[config.mk]
export PLATFORM = sky130hd
export DESIGN_NAME = hue_pixel_classifier_counter_top_flat
export DESIGN_NICKNAME = d
export VERILOG_FILES = /design/src/rtl/hpcc_pkg.sv /design/src/rtl/hpcc_if.sv /design/src/rtl/hpcc_ctrl.sv /design/src/rtl/hpcc_dp.sv /design/src/rtl/hue_pixel_classifier_counter_top.sv /design/src/flat_wrapper.sv
export SDC_FILE = /design/constraint.sdc
export NUM_CORES = 1
export LEC_CHECK = 0
export ABC_AREA = 0
export ABC_CLOCK_PERIOD_IN_PS = 19150
export BUFFER_PORTS_ARGS = -buffer_cell sky130_fd_sc_hd__buf_2
export CORE_UTILIZATION = 60
export CTS_CLUSTER_DIAMETER = 50
export CTS_CLUSTER_SIZE = 16
export DETAILED_ROUTE_END_ITERATION = 6
export GPL_TIMING_DRIVEN = 0
export MAX_ROUTING_LAYER = met4
export PLACE_DENSITY = 0.86
export SETUP_SLACK_MARGIN = 0.5
export SLEW_MARGIN = 25
export SYNTH_ARGS = -nofsm -noshare
export SYNTH_HDL_FRONTEND = slang
export SYNTH_SLANG_ARGS = --single-unit
[constraint.sdc]
create_clock -name clk -period 19.15 [get_ports clk]
set_input_delay 0 -clock clk [delete_from_list [all_inputs] [get_ports clk]]
set_output_delay 0 -clock clk [all_outputs]
set_load 0.1 [all_outputs]
[src/rtl/hpcc_pkg.sv]
package hpcc_pkg;
  localparam int COUNT_BITS = 22;
  localparam int HUE_FRAC_BITS = 6;
  localparam int HUE_W = 15;
  localparam int HUE_SCALE = 1 << HUE_FRAC_BITS;
  // numerator width: at most 360*64*255 < 2^23
  localparam int NUM_W = 23;
  localparam int DIV_W = 8;
  localparam int QUO_W = NUM_W;
  localparam logic [COUNT_BITS-1:0] COUNT_MAX = '1;

  localparam logic [2:0] REG_HUE_A = 3'd0;
  localparam logic [2:0] REG_HUE_B = 3'd1;
  localparam logic [2:0] REG_MODE  = 3'd2;
  localparam logic [2:0] REG_TOL   = 3'd3;
  localparam logic [2:0] REG_VFLR  = 3'd4;
  localparam logic [2:0] REG_SFLR  = 3'd5;

  localparam logic [1:0] CLS_NONE = 2'd0;
  localparam logic [1:0] CLS_A    = 2'd1;
  localparam logic [1:0] CLS_B    = 2'd2;

  typedef struct packed {
    logic load;     // latch pixel, start filter/numerator
    logic div_step; // one quotient bit
    logic classify; // compare and update counts
  } cmd_t;

  typedef struct packed {
    logic pass;     // pixel passed the filters
    logic div_done;
  } sts_t;

  typedef struct packed {
    logic [14:0] hue_a;
    logic [14:0] hue_b;
    logic        mode;
    logic [13:0] tol;
    logic [7:0]  vflr;
    logic [9:0]  sflr;
  } cfg_t;
endpackage

[src/rtl/hpcc_if.sv]
interface hpcc_pix_if;
  logic       valid;
  logic       ready;
  logic [7:0] blue;
  logic [7:0] green;
  logic [7:0] red;
  logic       frame_start;
  modport source(output valid, blue, green, red, frame_start, input ready);
  modport sink(input valid, blue, green, red, frame_start, output ready);
endinterface

interface hpcc_res_if;
  logic                            valid;
  logic                            ready;
  logic [1:0]                      pixel_class;
  logic [hpcc_pkg::HUE_W-1:0]      pixel_hue;
  logic [hpcc_pkg::COUNT_BITS-1:0] count_side_a;
  logic [hpcc_pkg::COUNT_BITS-1:0] count_side_b;
  modport source(output valid, pixel_class, pixel_hue, count_side_a, count_side_b,
                 input ready);
  modport sink(input valid, pixel_class, pixel_hue, count_side_a, count_side_b,
               output ready);
endinterface

interface hpcc_cfg_if;
  logic        valid;
  logic        ready;
  logic [2:0]  index;
  logic [15:0] data;
  modport source(output valid, index, data, input ready);
  modport sink(input valid, index, data, output ready);
endinterface

[src/rtl/hpcc_ctrl.sv]
module hpcc_ctrl (
  input  logic          clk,
  input  logic          rst_n,
  input  logic          in_valid,
  output logic          in_ready,
  output logic          out_valid,
  input  logic          out_ready,
  output hpcc_pkg::cmd_t cmd,
  input  hpcc_pkg::sts_t sts
);
  import hpcc_pkg::*;

  localparam logic [1:0] S_IDLE = 2'd0;
  localparam logic [1:0] S_CHK  = 2'd1;
  localparam logic [1:0] S_DIV  = 2'd2;
  localparam logic [1:0] S_CLS  = 2'd3;

  logic [1:0] state_r, state_nxt;
  logic       ov_r, ov_nxt;

  // new item allowed once the previous result has left or leaves now
  assign in_ready  = (state_r == S_IDLE) && (!ov_r || out_ready);
  assign out_valid = ov_r;

  always_comb begin
    state_nxt = state_r;
    ov_nxt = ov_r && !out_ready;
    cmd = '0;
    case (state_r)
      S_IDLE: begin
        if (in_valid && in_ready) begin
          cmd.load = 1'b1;
          state_nxt = S_CHK;
        end
      end
      S_CHK: begin
        state_nxt = sts.pass ? S_DIV : S_CLS;
      end
      S_DIV: begin
        cmd.div_step = 1'b1;
        if (sts.div_done) state_nxt = S_CLS;
      end
      S_CLS: begin
        cmd.classify = 1'b1;
        ov_nxt = 1'b1;
        state_nxt = S_IDLE;
      end
      default: state_nxt = S_IDLE;
    endcase
  end

  always_ff @(posedge clk) begin
    if (!rst_n) begin
      state_r <= S_IDLE;
      ov_r <= 1'b0;
    end else begin
      state_r <= state_nxt;
      ov_r <= ov_nxt;
    end
  end

  a_one_cmd: assert property (@(posedge clk) disable iff (!rst_n)
    $onehot0({cmd.load, cmd.div_step, cmd.classify})) else $error("cmd overlap");
  a_cls_out: assert property (@(posedge clk) disable iff (!rst_n)
    cmd.classify |=> out_valid) else $error("result lost");
  a_no_load_busy: assert property (@(posedge clk) disable iff (!rst_n)
    (state_r != S_IDLE) |-> !in_ready) else $error("ready while busy");
endmodule

[src/rtl/hpcc_dp.sv]
module hpcc_dp (
  input  logic           clk,
  input  hpcc_pkg::cfg_t cfg,
  input  logic [7:0]     in_b,
  input  logic [7:0]     in_g,
  input  logic [7:0]     in_r,
  input  logic           in_fs,
  input  logic           rst_n,
  input  hpcc_pkg::cmd_t cmd,
  output hpcc_pkg::sts_t sts,
  output logic [1:0]     cls_o,
  output logic [14:0]    hue_o,
  output logic [hpcc_pkg::COUNT_BITS-1:0] cnt_a_o,
  output logic [hpcc_pkg::COUNT_BITS-1:0] cnt_b_o
);
  import hpcc_pkg::*;

  logic [7:0] b_r, g_r, r_r, hi_r, lo_r;
  logic [1:0] sel_r; // 0 blue max, 1 green, 2 red
  logic       pass_r, neg_r;
  logic [NUM_W-1:0] num_r, rem_r, quo_r;
  logic [4:0] bit_r;

  logic [7:0] bz, gz, rz, hi, lo;
  logic [9:0] sum;
  logic [12:0] lo17;
  logic [7:0] d;
  logic signed [9:0] diff;
  logic [1:0] sel;

  // zero forcing, max/min, blue-first tie order
  always_comb begin
    bz = (in_b == 8'd0) ? 8'd1 : in_b;
    gz = (in_g == 8'd0) ? 8'd1 : in_g;
    rz = (in_r == 8'd0) ? 8'd1 : in_r;
    hi = (bz >= gz) ? bz : gz;
    hi = (hi >= rz) ? hi : rz;
    lo = (bz <= gz) ? bz : gz;
    lo = (lo <= rz) ? lo : rz;
    sum = {2'b0, bz} + {2'b0, gz} + {2'b0, rz};
    if (hi == bz) sel = 2'd0;
    else if (hi == gz) sel = 2'd1;
    else sel = 2'd2;
  end

  assign lo17 = 13'd17 * {5'b0, lo_r};
  assign d = hi_r - lo_r;

  // signed channel difference of the max sector
  always_comb begin
    case (sel_r)
      2'd0: diff = $signed({2'b0, r_r}) - $signed({2'b0, g_r});
      2'd1: diff = $signed({2'b0, b_r}) - $signed({2'b0, r_r});
      default: diff = $signed({2'b0, g_r}) - $signed({2'b0, b_r});
    endcase
  end

  // numerator: 60*S*diff + offset*S*d
  logic signed [NUM_W+1:0] n60, noff, nsum;
  always_comb begin
    n60 = $signed({{(NUM_W-8){diff[9]}}, diff}) * $signed((NUM_W+2)'(60 * HUE_SCALE));
    case (sel_r)
      2'd0: noff = $signed({{(NUM_W-6){1'b0}}, d}) * $signed((NUM_W+2)'(240 * HUE_SCALE));
      2'd1: noff = $signed({{(NUM_W-6){1'b0}}, d}) * $signed((NUM_W+2)'(120 * HUE_SCALE));
      default: noff = (diff < 0) ?
        $signed({{(NUM_W-6){1'b0}}, d}) * $signed((NUM_W+2)'(360 * HUE_SCALE)) : '0;
    endcase
    nsum = n60 + noff;
  end

  logic [NUM_W-1:0] rsh;
  logic [NUM_W:0] sub;
  always_comb begin
    rsh = {rem_r[NUM_W-2:0], num_r[bit_r]};
    sub = {1'b0, rsh} - {{(NUM_W-7){1'b0}}, d};
  end

  // ratio test: some channel above 1.7 times the smallest
  logic ratio_ok;
  assign ratio_ok = (13'd10 * {5'b0, hi_r}) > lo17;
  logic chk_r;

  // pixel capture; ratio result folded in during the cycle after load
  always_ff @(posedge clk) begin
    if (cmd.load) begin
      b_r <= bz; g_r <= gz; r_r <= rz; hi_r <= hi; lo_r <= lo; sel_r <= sel;
      pass_r <= (hi >= cfg.vflr) && (sum > cfg.sflr);
      neg_r <= in_fs;
    end else if (chk_r) begin
      pass_r <= pass_r && ratio_ok;
    end
  end

  // numerator capture and restoring divider, one quotient bit per cycle
  always_ff @(posedge clk) begin
    if (!rst_n) chk_r <= 1'b0;
    else chk_r <= cmd.load;
    if (chk_r) begin
      num_r <= nsum[NUM_W-1:0];
      rem_r <= '0;
      quo_r <= '0;
      bit_r <= 5'(NUM_W - 1);
    end else if (cmd.div_step) begin
      if (!sub[NUM_W]) begin
        rem_r <= sub[NUM_W-1:0];
        quo_r <= {quo_r[NUM_W-2:0], 1'b1};
      end else begin
        rem_r <= rsh;
        quo_r <= {quo_r[NUM_W-2:0], 1'b0};
      end
      bit_r <= bit_r - 5'd1;
    end
  end

  assign sts.pass = pass_r && ratio_ok;
  assign sts.div_done = (bit_r == 5'd0);

  // classification
  logic [HUE_W-1:0] hue;
  assign hue = pass_r ? quo_r[HUE_W-1:0] : '0;
  logic signed [17:0] hs, xa, xb, tl;
  logic win_a, win_b, ha, hb;
  logic signed [19:0] t2, u2, h2, h2f, full;
  function automatic logic half(input logic signed [19:0] h, hf, x2, t, u, fl);
    logic signed [19:0] lo_v, hi_v;
    begin
      if (t <= x2 && x2 <= u) begin lo_v = t; hi_v = u; end
      else begin lo_v = u; hi_v = u + (fl >>> 1); end
      half = (lo_v <= h && h <= hi_v) || (lo_v <= hf && hf <= hi_v);
    end
  endfunction
  always_comb begin
    hs = $signed({3'b0, hue});
    xa = $signed({3'b0, cfg.hue_a});
    xb = $signed({3'b0, cfg.hue_b});
    tl = $signed({4'b0, cfg.tol});
    win_a = (xa - tl <= hs) && (hs <= xa + tl);
    win_b = (xb - tl <= hs) && (hs <= xb + tl);
    full = 20'(720 * HUE_SCALE);
    t2 = $signed({5'b0, cfg.hue_a}) + $signed({5'b0, cfg.hue_b});
    u2 = t2 + 20'(360 * HUE_SCALE);
    h2 = $signed({4'b0, hue, 1'b0});
    h2f = h2 + full;
    ha = half(h2, h2f, $signed({4'b0, cfg.hue_a, 1'b0}), t2, u2, full);
    hb = half(h2, h2f, $signed({4'b0, cfg.hue_b, 1'b0}), t2, u2, full);
  end

  logic [1:0] cls;
  always_comb begin
    cls = CLS_NONE;
    if (pass_r) begin
      if (cfg.mode) cls = win_a ? CLS_A : (win_b ? CLS_B : CLS_NONE);
      else cls = ha ? CLS_A : (hb ? CLS_B : CLS_NONE);
    end
  end

  // counters and result register
  logic [COUNT_BITS-1:0] ca_r, cb_r, ca, cb;
  always_comb begin
    ca = neg_r ? '0 : ca_r;
    cb = neg_r ? '0 : cb_r;
    if (cls == CLS_A && ca != COUNT_MAX) ca = ca + 1'b1;
    if (cls == CLS_B && cb != COUNT_MAX) cb = cb + 1'b1;
  end
  always_ff @(posedge clk) begin
    if (!rst_n) begin
      ca_r <= '0; cb_r <= '0;
    end else if (cmd.classify) begin
      ca_r <= ca; cb_r <= cb;
    end
    if (cmd.classify) begin
      cls_o <= cls; hue_o <= hue;
    end
  end
  assign cnt_a_o = ca_r;
  assign cnt_b_o = cb_r;

  a_hue_rng: assert property (@(posedge clk) disable iff (!rst_n)
    cmd.classify |-> (hue < HUE_W'(360 * HUE_SCALE))) else $error("hue range");
  a_drop_zero: assert property (@(posedge clk) disable iff (!rst_n)
    (cmd.classify && !pass_r) |=> (hue_o == '0 && cls_o == CLS_NONE))
    else $error("drop not zero");
  a_sat: assert property (@(posedge clk) disable iff (!rst_n)
    (cmd.classify && !neg_r && ca_r == COUNT_MAX) |=> ca_r == COUNT_MAX)
    else $error("count wrap");
endmodule

[src/rtl/hue_pixel_classifier_counter_top.sv]
// channel | dir | handshake     | payload
// in_     | in  | valid/ready   | blue, green, red, frame_start
// out_    | out | valid/ready   | pixel_class, pixel_hue, count_side_a, count_side_b
// cfg_    | in  | valid/ready   | index (0..5), data
// A dropped item skips the divider; an item that passes the filters goes through the
// 23-bit restoring divider in the datapath, which produces one quotient bit per cycle.
// Synchronous active-low reset clears counts and control and sets config to defaults.
// The result sits in an output register; the next item is taken only once that
// result has left or leaves in the same cycle, otherwise input stalls.
module hue_pixel_classifier_counter_top (
  input logic clk,
  input logic rst_n,
  hpcc_pix_if.sink   in_ch,
  hpcc_res_if.source out_ch,
  hpcc_cfg_if.sink   cfg_ch
);
  import hpcc_pkg::*;

  cfg_t cfg_r;
  cmd_t cmd;
  sts_t sts;

  assign cfg_ch.ready = 1'b1;

  // configuration registers
  always_ff @(posedge clk) begin
    if (!rst_n) begin
      cfg_r.hue_a <= '0;
      cfg_r.hue_b <= '0;
      cfg_r.mode <= 1'b1;
      cfg_r.tol <= 14'd3840;
      cfg_r.vflr <= 8'd120;
      cfg_r.sflr <= 10'd110;
    end else if (cfg_ch.valid) begin
      case (cfg_ch.index)
        REG_HUE_A: cfg_r.hue_a <= cfg_ch.data[14:0];
        REG_HUE_B: cfg_r.hue_b <= cfg_ch.data[14:0];
        REG_MODE:  cfg_r.mode <= cfg_ch.data[0];
        REG_TOL:   cfg_r.tol <= cfg_ch.data[13:0];
        REG_VFLR:  cfg_r.vflr <= cfg_ch.data[7:0];
        REG_SFLR:  cfg_r.sflr <= cfg_ch.data[9:0];
        default: ;
      endcase
    end
  end

  hpcc_ctrl u_ctrl (
    .clk(clk), .rst_n(rst_n),
    .in_valid(in_ch.valid), .in_ready(in_ch.ready),
    .out_valid(out_ch.valid), .out_ready(out_ch.ready),
    .cmd(cmd), .sts(sts)
  );

  hpcc_dp u_dp (
    .clk(clk), .cfg(cfg_r),
    .in_b(in_ch.blue), .in_g(in_ch.green), .in_r(in_ch.red), .in_fs(in_ch.frame_start),
    .rst_n(rst_n), .cmd(cmd), .sts(sts),
    .cls_o(out_ch.pixel_class), .hue_o(out_ch.pixel_hue),
    .cnt_a_o(out_ch.count_side_a), .cnt_b_o(out_ch.count_side_b)
  );
endmodule

[src/flat_wrapper.sv]
// flat-port wrapper written by rule: the top's interface ports become plain ports
module hue_pixel_classifier_counter_top_flat import hpcc_pkg::*;
  (clk, rst_n, in_ch_valid, in_ch_blue, in_ch_green, in_ch_red, in_ch_frame_start, in_ch_ready, out_ch_valid, out_ch_pixel_class, out_ch_pixel_hue, out_ch_count_side_a, out_ch_count_side_b, out_ch_ready, cfg_ch_valid, cfg_ch_index, cfg_ch_data, cfg_ch_ready);
  hpcc_pix_if in_ch_i ();
  hpcc_res_if out_ch_i ();
  hpcc_cfg_if cfg_ch_i ();
  input logic clk;
  input logic rst_n;
  input wire logic [$bits(in_ch_i.valid)-1:0] in_ch_valid;
  input wire logic [$bits(in_ch_i.blue)-1:0] in_ch_blue;
  input wire logic [$bits(in_ch_i.green)-1:0] in_ch_green;
  input wire logic [$bits(in_ch_i.red)-1:0] in_ch_red;
  input wire logic [$bits(in_ch_i.frame_start)-1:0] in_ch_frame_start;
  output wire logic [$bits(in_ch_i.ready)-1:0] in_ch_ready;
  output wire logic [$bits(out_ch_i.valid)-1:0] out_ch_valid;
  output wire logic [$bits(out_ch_i.pixel_class)-1:0] out_ch_pixel_class;
  output wire logic [$bits(out_ch_i.pixel_hue)-1:0] out_ch_pixel_hue;
  output wire logic [$bits(out_ch_i.count_side_a)-1:0] out_ch_count_side_a;
  output wire logic [$bits(out_ch_i.count_side_b)-1:0] out_ch_count_side_b;
  input wire logic [$bits(out_ch_i.ready)-1:0] out_ch_ready;
  input wire logic [$bits(cfg_ch_i.valid)-1:0] cfg_ch_valid;
  input wire logic [$bits(cfg_ch_i.index)-1:0] cfg_ch_index;
  input wire logic [$bits(cfg_ch_i.data)-1:0] cfg_ch_data;
  output wire logic [$bits(cfg_ch_i.ready)-1:0] cfg_ch_ready;
  assign in_ch_i.valid = in_ch_valid;
  assign in_ch_i.blue = in_ch_blue;
  assign in_ch_i.green = in_ch_green;
  assign in_ch_i.red = in_ch_red;
  assign in_ch_i.frame_start = in_ch_frame_start;
  assign in_ch_ready = in_ch_i.ready;
  assign out_ch_valid = out_ch_i.valid;
  assign out_ch_pixel_class = out_ch_i.pixel_class;
  assign out_ch_pixel_hue = out_ch_i.pixel_hue;
  assign out_ch_count_side_a = out_ch_i.count_side_a;
  assign out_ch_count_side_b = out_ch_i.count_side_b;
  assign out_ch_i.ready = out_ch_ready;
  assign cfg_ch_i.valid = cfg_ch_valid;
  assign cfg_ch_i.index = cfg_ch_index;
  assign cfg_ch_i.data = cfg_ch_data;
  assign cfg_ch_ready = cfg_ch_i.ready;
  hue_pixel_classifier_counter_top u_core (.clk(clk), .rst_n(rst_n), .in_ch(in_ch_i), .out_ch(out_ch_i), .cfg_ch(cfg_ch_i));
endmodule
==> impl_metrics.prom, run 1 <==
# TYPE chip_impl_metric gauge
chip_impl_info{name="layout_common_cells",value="454 x sky130_fd_sc_hd__ha_1, 330 x sky130_fd_sc_hd__inv_1, 276 x sky130_fd_sc_hd__nand2_1"} 1
chip_impl_metric{name="fillCellCount",unit=""} 3324
chip_impl_metric{name="initial_antenna_violation_count",unit=""} 1
chip_impl_metric{name="yosys_register_bits",unit=""} 229
chip_impl_metric{name="fin_tns_setup",unit="ps"} 0
chip_impl_metric{name="r2r.worst_path.cells",unit=""} 38
chip_impl_metric{name="number_of_clock_sinks",unit=""} 229
chip_impl_metric{name="worst_setup_hold_path_clk_slew",unit="ps"} 70
chip_impl_metric{name="drt_pre_antenna_iters",unit=""} 6
chip_impl_metric{name="syn-mean-instance-area",unit="sq um"} 8.24
chip_impl_metric{name="via_per_inst",unit=""} 6.12
chip_impl_metric{name="hold_viol_final",unit=""} 0
chip_impl_metric{name="avgRoutedWirePerCell",unit="um"} 18.7
chip_impl_metric{name="routed_vias",unit=""} 23700
chip_impl_info{name="rsz0062_at_grt",value="false"} 1
chip_impl_metric{name="finalMaxSlewViolations",unit=""} 0
chip_impl_info{name="synth_area_leader_cell",value="sky130_fd_sc_hd__ha_1"} 1
chip_impl_metric{name="layout.nets",unit=""} 3879
chip_impl_info{name="reg2reg_from",value="u_core.cfg_r[33]"} 1
chip_impl_info{name="run_status",value="finished, final reports clean"} 1
chip_impl_metric{name="core_area",unit="sq um"} 42100
chip_impl_metric{name="fp.dieH",unit="um"} 209
chip_impl_metric{name="worstPathRequired",unit="ps"} 19620
chip_impl_metric{name="cts_resized",unit=""} 0
chip_impl_metric{name="synth_fp_nets",unit=""} 3691
chip_impl_metric{name="synth.yosys.seq_area_share",unit="%"} 20.7
chip_impl_metric{name="clock_latency",unit="ps"} 580
chip_impl_metric{name="post-route-period-util",unit="%"} 58.3
chip_impl_metric{name="syn-instance-count",unit=""} 3129
chip_impl_metric{name="fmax",unit="MHz"} 89.6
chip_impl_info{name="critPathSlowestCell",value="sky130_fd_sc_hd__xnor2_1"} 1
chip_impl_metric{name="detail_route.iter0.violations",unit=""} 2196
chip_impl_metric{name="grt_first_pass_wirelength",unit="um"} 117000
chip_impl_metric{name="globalRouteOverflowTotal",unit=""} 0
chip_impl_metric{name="synth_async_sr_flop_share",unit="%"} 0
chip_impl_info{name="worst_setup_path_endpoint",value="u_core.u_dp.cnt_b_o[10]"} 1
chip_impl_metric{name="chipWidth",unit="um"} 209
chip_impl_info{name="clock_tree.root_cell",value="sky130_fd_sc_hd__clkbuf_16"} 1
chip_impl_metric{name="area_share_of_the_largest_cell_type_after_synthesis",unit="%"} 22.1
chip_impl_metric{name="numPortBuffers",unit=""} 109
chip_impl_metric{name="totalWireLength",unit="um"} 72400
chip_impl_metric{name="num_rows",unit=""} 75
chip_impl_metric{name="synth.cell_area",unit="sq um"} 25800
chip_impl_metric{name="timing.critical_path.fanout_max",unit=""} 10
chip_impl_metric{name="timing.max_slew.rel_slack",unit="%"} 30.9
chip_impl_metric{name="timing.final.setup_violations",unit=""} 0
chip_impl_info{name="startpoint_type",value="register"} 1
chip_impl_info{name="synthFlopType",value="sky130_fd_sc_hd__dfxtp_1"} 1
chip_impl_metric{name="cap_viol_max_count",unit=""} 0
chip_impl_metric{name="final_period_minus_worst_setup_slack",unit="ps"} 11160
chip_impl_metric{name="start_util",unit="%"} 61.2
chip_impl_info{name="tritoncts",value="done"} 1
chip_impl_metric{name="rrSetupSlack",unit="ps"} 7990
chip_impl_metric{name="global_route.usage.met1",unit="%"} 44.0
chip_impl_metric{name="fp.dieArea",unit="sq um"} 43800
chip_impl_metric{name="clock-skew-final",unit="ps"} 28.8
chip_impl_metric{name="grt_use_met3",unit="%"} 4.79
chip_impl_info{name="worstSetupPathType",value="reg2reg"} 1
chip_impl_metric{name="final_layout_size_suffix_gt1_share",unit="%"} 6.71
chip_impl_metric{name="detail-route-antenna-nets",unit=""} 0
chip_impl_info{name="regToRegEndpoint",value="u_core.u_dp.cnt_b_o[10]"} 1
chip_impl_metric{name="synth-edff-count",unit=""} 76
chip_impl_metric{name="largest_net_degree_at_the_start_of_global_routing",unit=""} 33
chip_impl_metric{name="critical_path_arrival",unit="ps"} 11630
chip_impl_metric{name="worst_pin_slew",unit="ps"} 1030
chip_impl_metric{name="cts.path.max_buffers",unit=""} 3
chip_impl_metric{name="routabilityCongestion",unit=""} 1.01
chip_impl_metric{name="post-dp-hpwl",unit="um"} 57400
chip_impl_metric{name="yosys_warnings",unit=""} 0
chip_impl_metric{name="track_usage",unit="%"} 33.8
chip_impl_info{name="global_route_hottest_layer",value="met2"} 1
chip_impl_info{name="synth.top_cells.by_area",value="sky130_fd_sc_hd__ha_1 22%, sky130_fd_sc_hd__dfxtp_1 12%, sky130_fd_sc_hd__edfxtp_1 8.9%"} 1
chip_impl_metric{name="detail_route.drc_violations",unit=""} 0
chip_impl_metric{name="use_met2",unit="%"} 54.4
chip_impl_info{name="timing.critical_path.from",value="u_core.cfg_r[33]"} 1
chip_impl_metric{name="synth_cell_type_count",unit=""} 98
chip_impl_metric{name="worst_path_largest_cell_delay",unit="ps"} 710
chip_impl_metric{name="number_of_global_route_vias_before_repair",unit=""} 22900
chip_impl_metric{name="ctsHtreeMaxLevel",unit=""} 1
chip_impl_info{name="cp-end-kind",value="register"} 1
chip_impl_metric{name="cts_inserted_buffers",unit=""} 27
chip_impl_metric{name="area.growth.synth_to_final",unit="%"} 10.4
chip_impl_info{name="hp-class",value="in2reg"} 1
chip_impl_info{name="layout_commonest_cell",value="sky130_fd_sc_hd__ha_1"} 1
chip_impl_metric{name="ioPinCount",unit=""} 113
## layout make-up
type	instances	area [sq um]	share of cell area (%)
diodes	1	2.50	0.00879
plain buffers	111	438	1.54
clock buffers	30	708	2.49
clock inverters	20	248	0.870
inverters	338	1270	4.46
multi-input cells	2451	18700	65.8
flip-flops and latches	229	5350	18.8
well taps	539	674	2.37
repair buffers	159	1060	3.71
## kinds of logic (layout without fill, tap and decap cells)
kind of cell,count (synthesis),count (layout),share of synthesized area [%]
buf+inv,449,658,6.62
compound gates,758,758,18.9
fa+ha+maj,517,517,26.8
xor+xnor,217,217,7.51
other cells,1,2,0.0145
flops,229,229,20.7
simple gates,885,885,16.5
mux,73,73,2.95
## through the flow
stage / instance area, sq um / utilization (%) / cells / setup WS (ps) / hold slack (ps)
after floorplan: 25800 / - / 3129 / 10890 / 98.9
after global placement: 27000 / 64.1 / 3777 / 8530 / 177
after detailed placement: 27000 / 64.1 / 3778 / 8500 / 182
after CTS: 28500 / 67.6 / 3877 / 8480 / 144
after global routing: 28500 / 67.6 / 3878 / 7510 / 147
final: 28500 / 67.6 / 3878 / 7990 / 153
## Yosys cell counts (all sizes together), types with 50 or more instances
| library cell | count |
|---|---|
| ha | 455 |
| inv | 335 |
| nand2 | 276 |
| a21oi | 271 |
| nor2 | 231 |
| xnor2 | 168 |
| dfxtp | 153 |
| o21ai | 126 |
| clkbuf | 94 |
| edfxtp | 76 |
| a21o | 74 |
| nand3 | 65 |
| mux2i | 62 |
| nand4 | 60 |
| fa | 58 |
| nor2b | 52 |
| nand2b | 50 |
## sequential cells by signal (all words and copies together), names as in the netlist
register / count
u_core.u_dp.g_r: 8
u_core.u_ctrl.state_r: 2
u_core.u_dp.quo_r: 15
u_core.u_dp.lo_r: 8
u_core.u_dp.cls_o: 2
u_core.u_dp.cnt_b_o: 22
u_core.u_ctrl.out_valid: 1
u_core.u_dp.rem_r: 22
u_core.u_dp.hi_r: 8
u_core.u_dp.hue_o: 15
u_core.u_dp.b_r: 8
u_core.u_dp.bit_r: 5
u_core.u_dp.pass_r: 1
u_core.u_dp.cnt_a_o: 22
u_core.u_dp.num_r: 15
u_core.u_dp.chk_r: 1
u_core.u_dp.sel_r: 2
u_core.u_dp.neg_r: 1
u_core.cfg_r: 63
u_core.u_dp.r_r: 8
## worst min-delay path by stage
stage                           start                 to  cells after the start
global route        in_ch_frame_start  u_core.u_dp.neg_r                      2
finish              in_ch_frame_start  u_core.u_dp.neg_r                      2
detailed placement  in_ch_frame_start  u_core.u_dp.neg_r                      1
floorplan           in_ch_frame_start  u_core.u_dp.neg_r                      0
global placement    in_ch_frame_start  u_core.u_dp.neg_r                      1
CTS                 in_ch_frame_start  u_core.u_dp.neg_r                      2
## routing by layer
metal,share of wire (%),up-vias,wire length (um)
met2,45,1041,32900
met3,8.2,183,5910
li1,-,11400,-
met4,3.1,0,2240
met1,43,11100,31400
met5,0,-,0
## timing repair
| action | 4_1_cts | 5_1_grt |
|---|---|---|
| hold buffers | 49 | 0 |
| setup buffers | 0 | 0 |
| endpoints found under the hold margin | 103 | 0 |
## worst max-delay path, delay by kind of cell, from the launching register on
kind	cells	cell delay (ps)
AND/OR/NAND/NOR	15	3330
flip-flops	1	470
XOR/XNOR	2	1090
buffers and inverters	6	1820
AO/OA/AOI/OAI	10	2600
adder cells (fa/ha/maj)	5	1720
Power of run 1 is not shown: default switching activity piles up to over one toggle a cycle in this logic, so the estimate is an artifact.
==> run 2, diff against run 1 <==
Settings changed: ABC_AREA 0 to 1, ABC_CLOCK_PERIOD_IN_PS 19150 to 10400.
Clock period 19.15 ns to 10.4 ns, I/O delays scaled along.
==> run 2 against run 1 <==
Against the previous run: core utilization grew 0.68 points; area after synthesis shrank 1.8%; register-to-register slack lost 5000 ps; synthesized cell count grew 11%; routed wire length shrank 3.6%; largest cell class unchanged.
==> impl_metrics.prom, run 2 <==
# TYPE chip_impl_metric gauge
chip_impl_info{name="run_status",value="finished, final reports clean"} 1
chip_impl_metric{name="worstPathRequired",unit="ps"} 10870
chip_impl_metric{name="ioPinCount",unit=""} 113
chip_impl_metric{name="synth_fp_nets",unit=""} 4021
chip_impl_info{name="synth.most_common_cell",value="sky130_fd_sc_hd__inv_1"} 1
chip_impl_info{name="synth_area_leader_cell",value="sky130_fd_sc_hd__ha_1"} 1
chip_impl_metric{name="initial_antenna_violation_count",unit=""} 1
chip_impl_metric{name="totalWireLength",unit="um"} 69800
chip_impl_metric{name="postCtsSetupBuffers",unit=""} 0
chip_impl_metric{name="core_area",unit="sq um"} 41200
chip_impl_metric{name="synth_cell_type_count",unit=""} 66
chip_impl_metric{name="cts_resized",unit=""} 0
chip_impl_metric{name="globalRouteOverflowTotal",unit=""} 0
chip_impl_metric{name="fmax",unit="MHz"} 135
chip_impl_metric{name="synth-edff-count",unit=""} 76
chip_impl_metric{name="share_of_the_core_filled_with_cells",unit="%"} 68.2
chip_impl_metric{name="worst_path_largest_cell_delay",unit="ps"} 680
chip_impl_metric{name="num_rows",unit=""} 74
chip_impl_metric{name="chipWidth",unit="um"} 207
chip_impl_info{name="cp-end-kind",value="register"} 1
chip_impl_info{name="synthFlopType",value="sky130_fd_sc_hd__dfxtp_1"} 1
chip_impl_metric{name="fin_tns_setup",unit="ps"} 0
chip_impl_metric{name="syn-instance-count",unit=""} 3459
chip_impl_metric{name="detail-route-antenna-nets",unit=""} 0
chip_impl_metric{name="critical_path_arrival",unit="ps"} 7890
chip_impl_metric{name="hold_viol_final",unit=""} 0
chip_impl_metric{name="final_period_minus_worst_setup_slack",unit="ps"} 7430
chip_impl_metric{name="synth.cell_area",unit="sq um"} 25300
chip_impl_metric{name="detail_route.drc_violations",unit=""} 0
chip_impl_metric{name="yosys_warnings",unit=""} 0
chip_impl_info{name="startpoint_type",value="register"} 1
chip_impl_info{name="tritoncts",value="done"} 1
chip_impl_info{name="layout_commonest_cell",value="sky130_fd_sc_hd__inv_1"} 1
chip_impl_info{name="hp-class",value="in2reg"} 1
chip_impl_metric{name="design_area",unit="sq um"} 28100
chip_impl_info{name="top_register",value="u_core.cfg_r"} 1
chip_impl_metric{name="routabilityCongestion",unit=""} 1.01
chip_impl_metric{name="number_of_global_route_vias_before_repair",unit=""} 23100
chip_impl_metric{name="synth_async_sr_flop_share",unit="%"} 0
chip_impl_metric{name="largest_register_ff_count",unit=""} 63
chip_impl_metric{name="post-route-period-util",unit="%"} 71.4
chip_impl_metric{name="fillCellCount",unit=""} 3265
chip_impl_metric{name="detail_route.iter0.violations",unit=""} 2252
chip_impl_metric{name="clock-skew-final",unit="ps"} 12.8
chip_impl_metric{name="ctsHtreeMaxLevel",unit=""} 1
chip_impl_metric{name="stdcell_count",unit=""} 4205
chip_impl_metric{name="placed_cells",unit=""} 4101
chip_impl_info{name="critPathSlowestCell",value="sky130_fd_sc_hd__o21ai_0"} 1
chip_impl_metric{name="grt_first_pass_wirelength",unit="um"} 112000
chip_impl_metric{name="clock_latency",unit="ps"} 580
chip_impl_metric{name="fp.dieArea",unit="sq um"} 43000
chip_impl_metric{name="final_layout_size_suffix_gt1_share",unit="%"} 6.43
chip_impl_metric{name="drt_pre_antenna_iters",unit=""} 6
chip_impl_info{name="synth.cells.most_frequent",value="566 x sky130_fd_sc_hd__inv_1, 494 x sky130_fd_sc_hd__nand2_1, 455 x sky130_fd_sc_hd__ha_1"} 1
chip_impl_info{name="timing.critical_path.max_delay_family",value="simple AND/OR/NAND/NOR gates"} 1
chip_impl_metric{name="timing.max_slew.rel_slack",unit="%"} 41.8
chip_impl_metric{name="worst_pin_slew",unit="ps"} 872
chip_impl_metric{name="routed_vias",unit=""} 24400
chip_impl_info{name="rsz0062_at_grt",value="false"} 1
chip_impl_info{name="synth.top_cells.by_area",value="sky130_fd_sc_hd__ha_1 22%, sky130_fd_sc_hd__dfxtp_1 12%, sky130_fd_sc_hd__edfxtp_1 9.0%"} 1
chip_impl_metric{name="postCtsHoldBufs",unit=""} 51
chip_impl_metric{name="cts.path.max_buffers",unit=""} 3
chip_impl_metric{name="critical_path_buf_inv_count",unit=""} 7
chip_impl_metric{name="worst_setup_hold_path_clk_slew",unit="ps"} 70
chip_impl_metric{name="layout.nets",unit=""} 4212
chip_impl_metric{name="number_of_clock_sinks",unit=""} 229
chip_impl_metric{name="cap_viol_max_count",unit=""} 0
chip_impl_metric{name="yosys_register_bits",unit=""} 229
chip_impl_info{name="worstSetupPathType",value="reg2reg"} 1
chip_impl_info{name="layout_common_cells",value="565 x sky130_fd_sc_hd__inv_1, 494 x sky130_fd_sc_hd__nand2_1, 454 x sky130_fd_sc_hd__ha_1"} 1
chip_impl_metric{name="largest_net_degree_at_the_start_of_global_routing",unit=""} 31
chip_impl_metric{name="synth.yosys.seq_area_share",unit="%"} 21.1
chip_impl_info{name="clock_tree.root_cell",value="sky130_fd_sc_hd__clkbuf_16"} 1
chip_impl_metric{name="area_share_of_the_largest_cell_type_after_synthesis",unit="%"} 22.5
chip_impl_metric{name="track_usage",unit="%"} 32.7
chip_impl_metric{name="start_util",unit="%"} 61.4
chip_impl_metric{name="timing.critical_path.fanout_max",unit=""} 10
chip_impl_metric{name="timing.final.setup_violations",unit=""} 0
chip_impl_metric{name="area.growth.synth_to_final",unit="%"} 11.1
chip_impl_metric{name="cts_inserted_buffers",unit=""} 28
chip_impl_metric{name="finalMaxSlewViolations",unit=""} 0
chip_impl_metric{name="via_per_inst",unit=""} 5.79
chip_impl_metric{name="syn-mean-instance-area",unit="sq um"} 7.32
chip_impl_metric{name="numPortBuffers",unit=""} 109
chip_impl_metric{name="dpl_cell_area",unit="sq um"} 26500
chip_impl_metric{name="fp.dieH",unit="um"} 207
chip_impl_metric{name="post-dp-hpwl",unit="um"} 54400
chip_impl_metric{name="avgRoutedWirePerCell",unit="um"} 16.6
run 2: cell types whose count changed after synthesis, moves of 89 or more:
cell and delta:
sky130_fd_sc_hd__xnor2_1 -131, sky130_fd_sc_hd__nand3_1 +98, sky130_fd_sc_hd__nor2_1 +97, sky130_fd_sc_hd__a21oi_1 +92
sky130_fd_sc_hd__inv_1 +235, sky130_fd_sc_hd__o21ai_0 +101, sky130_fd_sc_hd__nand2_1 +218, sky130_fd_sc_hd__xor2_1 +89
run 2: worst min-delay path, cell delays in order:
cell	delay (ps)
sky130_fd_sc_hd__clkbuf_1	370
sky130_fd_sc_hd__o21ai_0	190
sky130_fd_sc_hd__a21oi_1	60
run 2: worst paths after layout:
check | from | end | slack [ps] | depth (start not counted)
worst max-delay path | u_core.cfg_r[34] | u_core.u_dp.cnt_b_o[17] | 2970 | 33
worst min-delay path | rst_n | u_core.cfg_r[50] | 90 | 3
worst max register to register | u_core.cfg_r[34] | u_core.u_dp.cnt_b_o[17] | 2970 | 33
worst min register to register | u_core.cfg_r[17] | u_core.cfg_r[17] | 460 | 2
run 2: per-stage QoR:
stage	worst slack [ps]	hold slack, ps
after CTS	3090	60.8
after floorplan	4240	98.9
after global routing	2380	86.2
final	2970	86.2
after detailed placement	3150	187
after global placement	3250	178
run 2: cells by family after synthesis:
| kind of cell | synth area share [%] |
|---|---|
| other | 0.0148 |
| AND/OR/NAND/NOR | 19.2 |
| XOR/XNOR | 6.02 |
| adder cells (fa/ha/maj) | 27.1 |
| AO/OA/AOI/OAI | 16.4 |
| flip-flops | 21.1 |
| buffers and inverters | 10.2 |
run 2: layout make-up:
cell class              count  area [sq um]  area share [%]
inverters                 586          2200            7.84
multi-input cells        2555         17400            61.8
diodes                      1          2.50         0.00890
clock inverters            19           265           0.943
repair buffers            161          1080            3.83
flip-flops and latches    229          5350            19.0
plain buffers              89           387            1.37
clock buffers              33           783            2.79
well taps                 532           666            2.37
run 2: per-layer routing:
metal	share of wire, %	vias up	GRT usage (%)
li1	-	11900	-
met1	42	11200	42.3
met2	45	1072	52.2
met3	8.8	233	3.84
met4	4.1	0	13.1
met5	0	-	-
Power of run 2 is left out for the same reason.
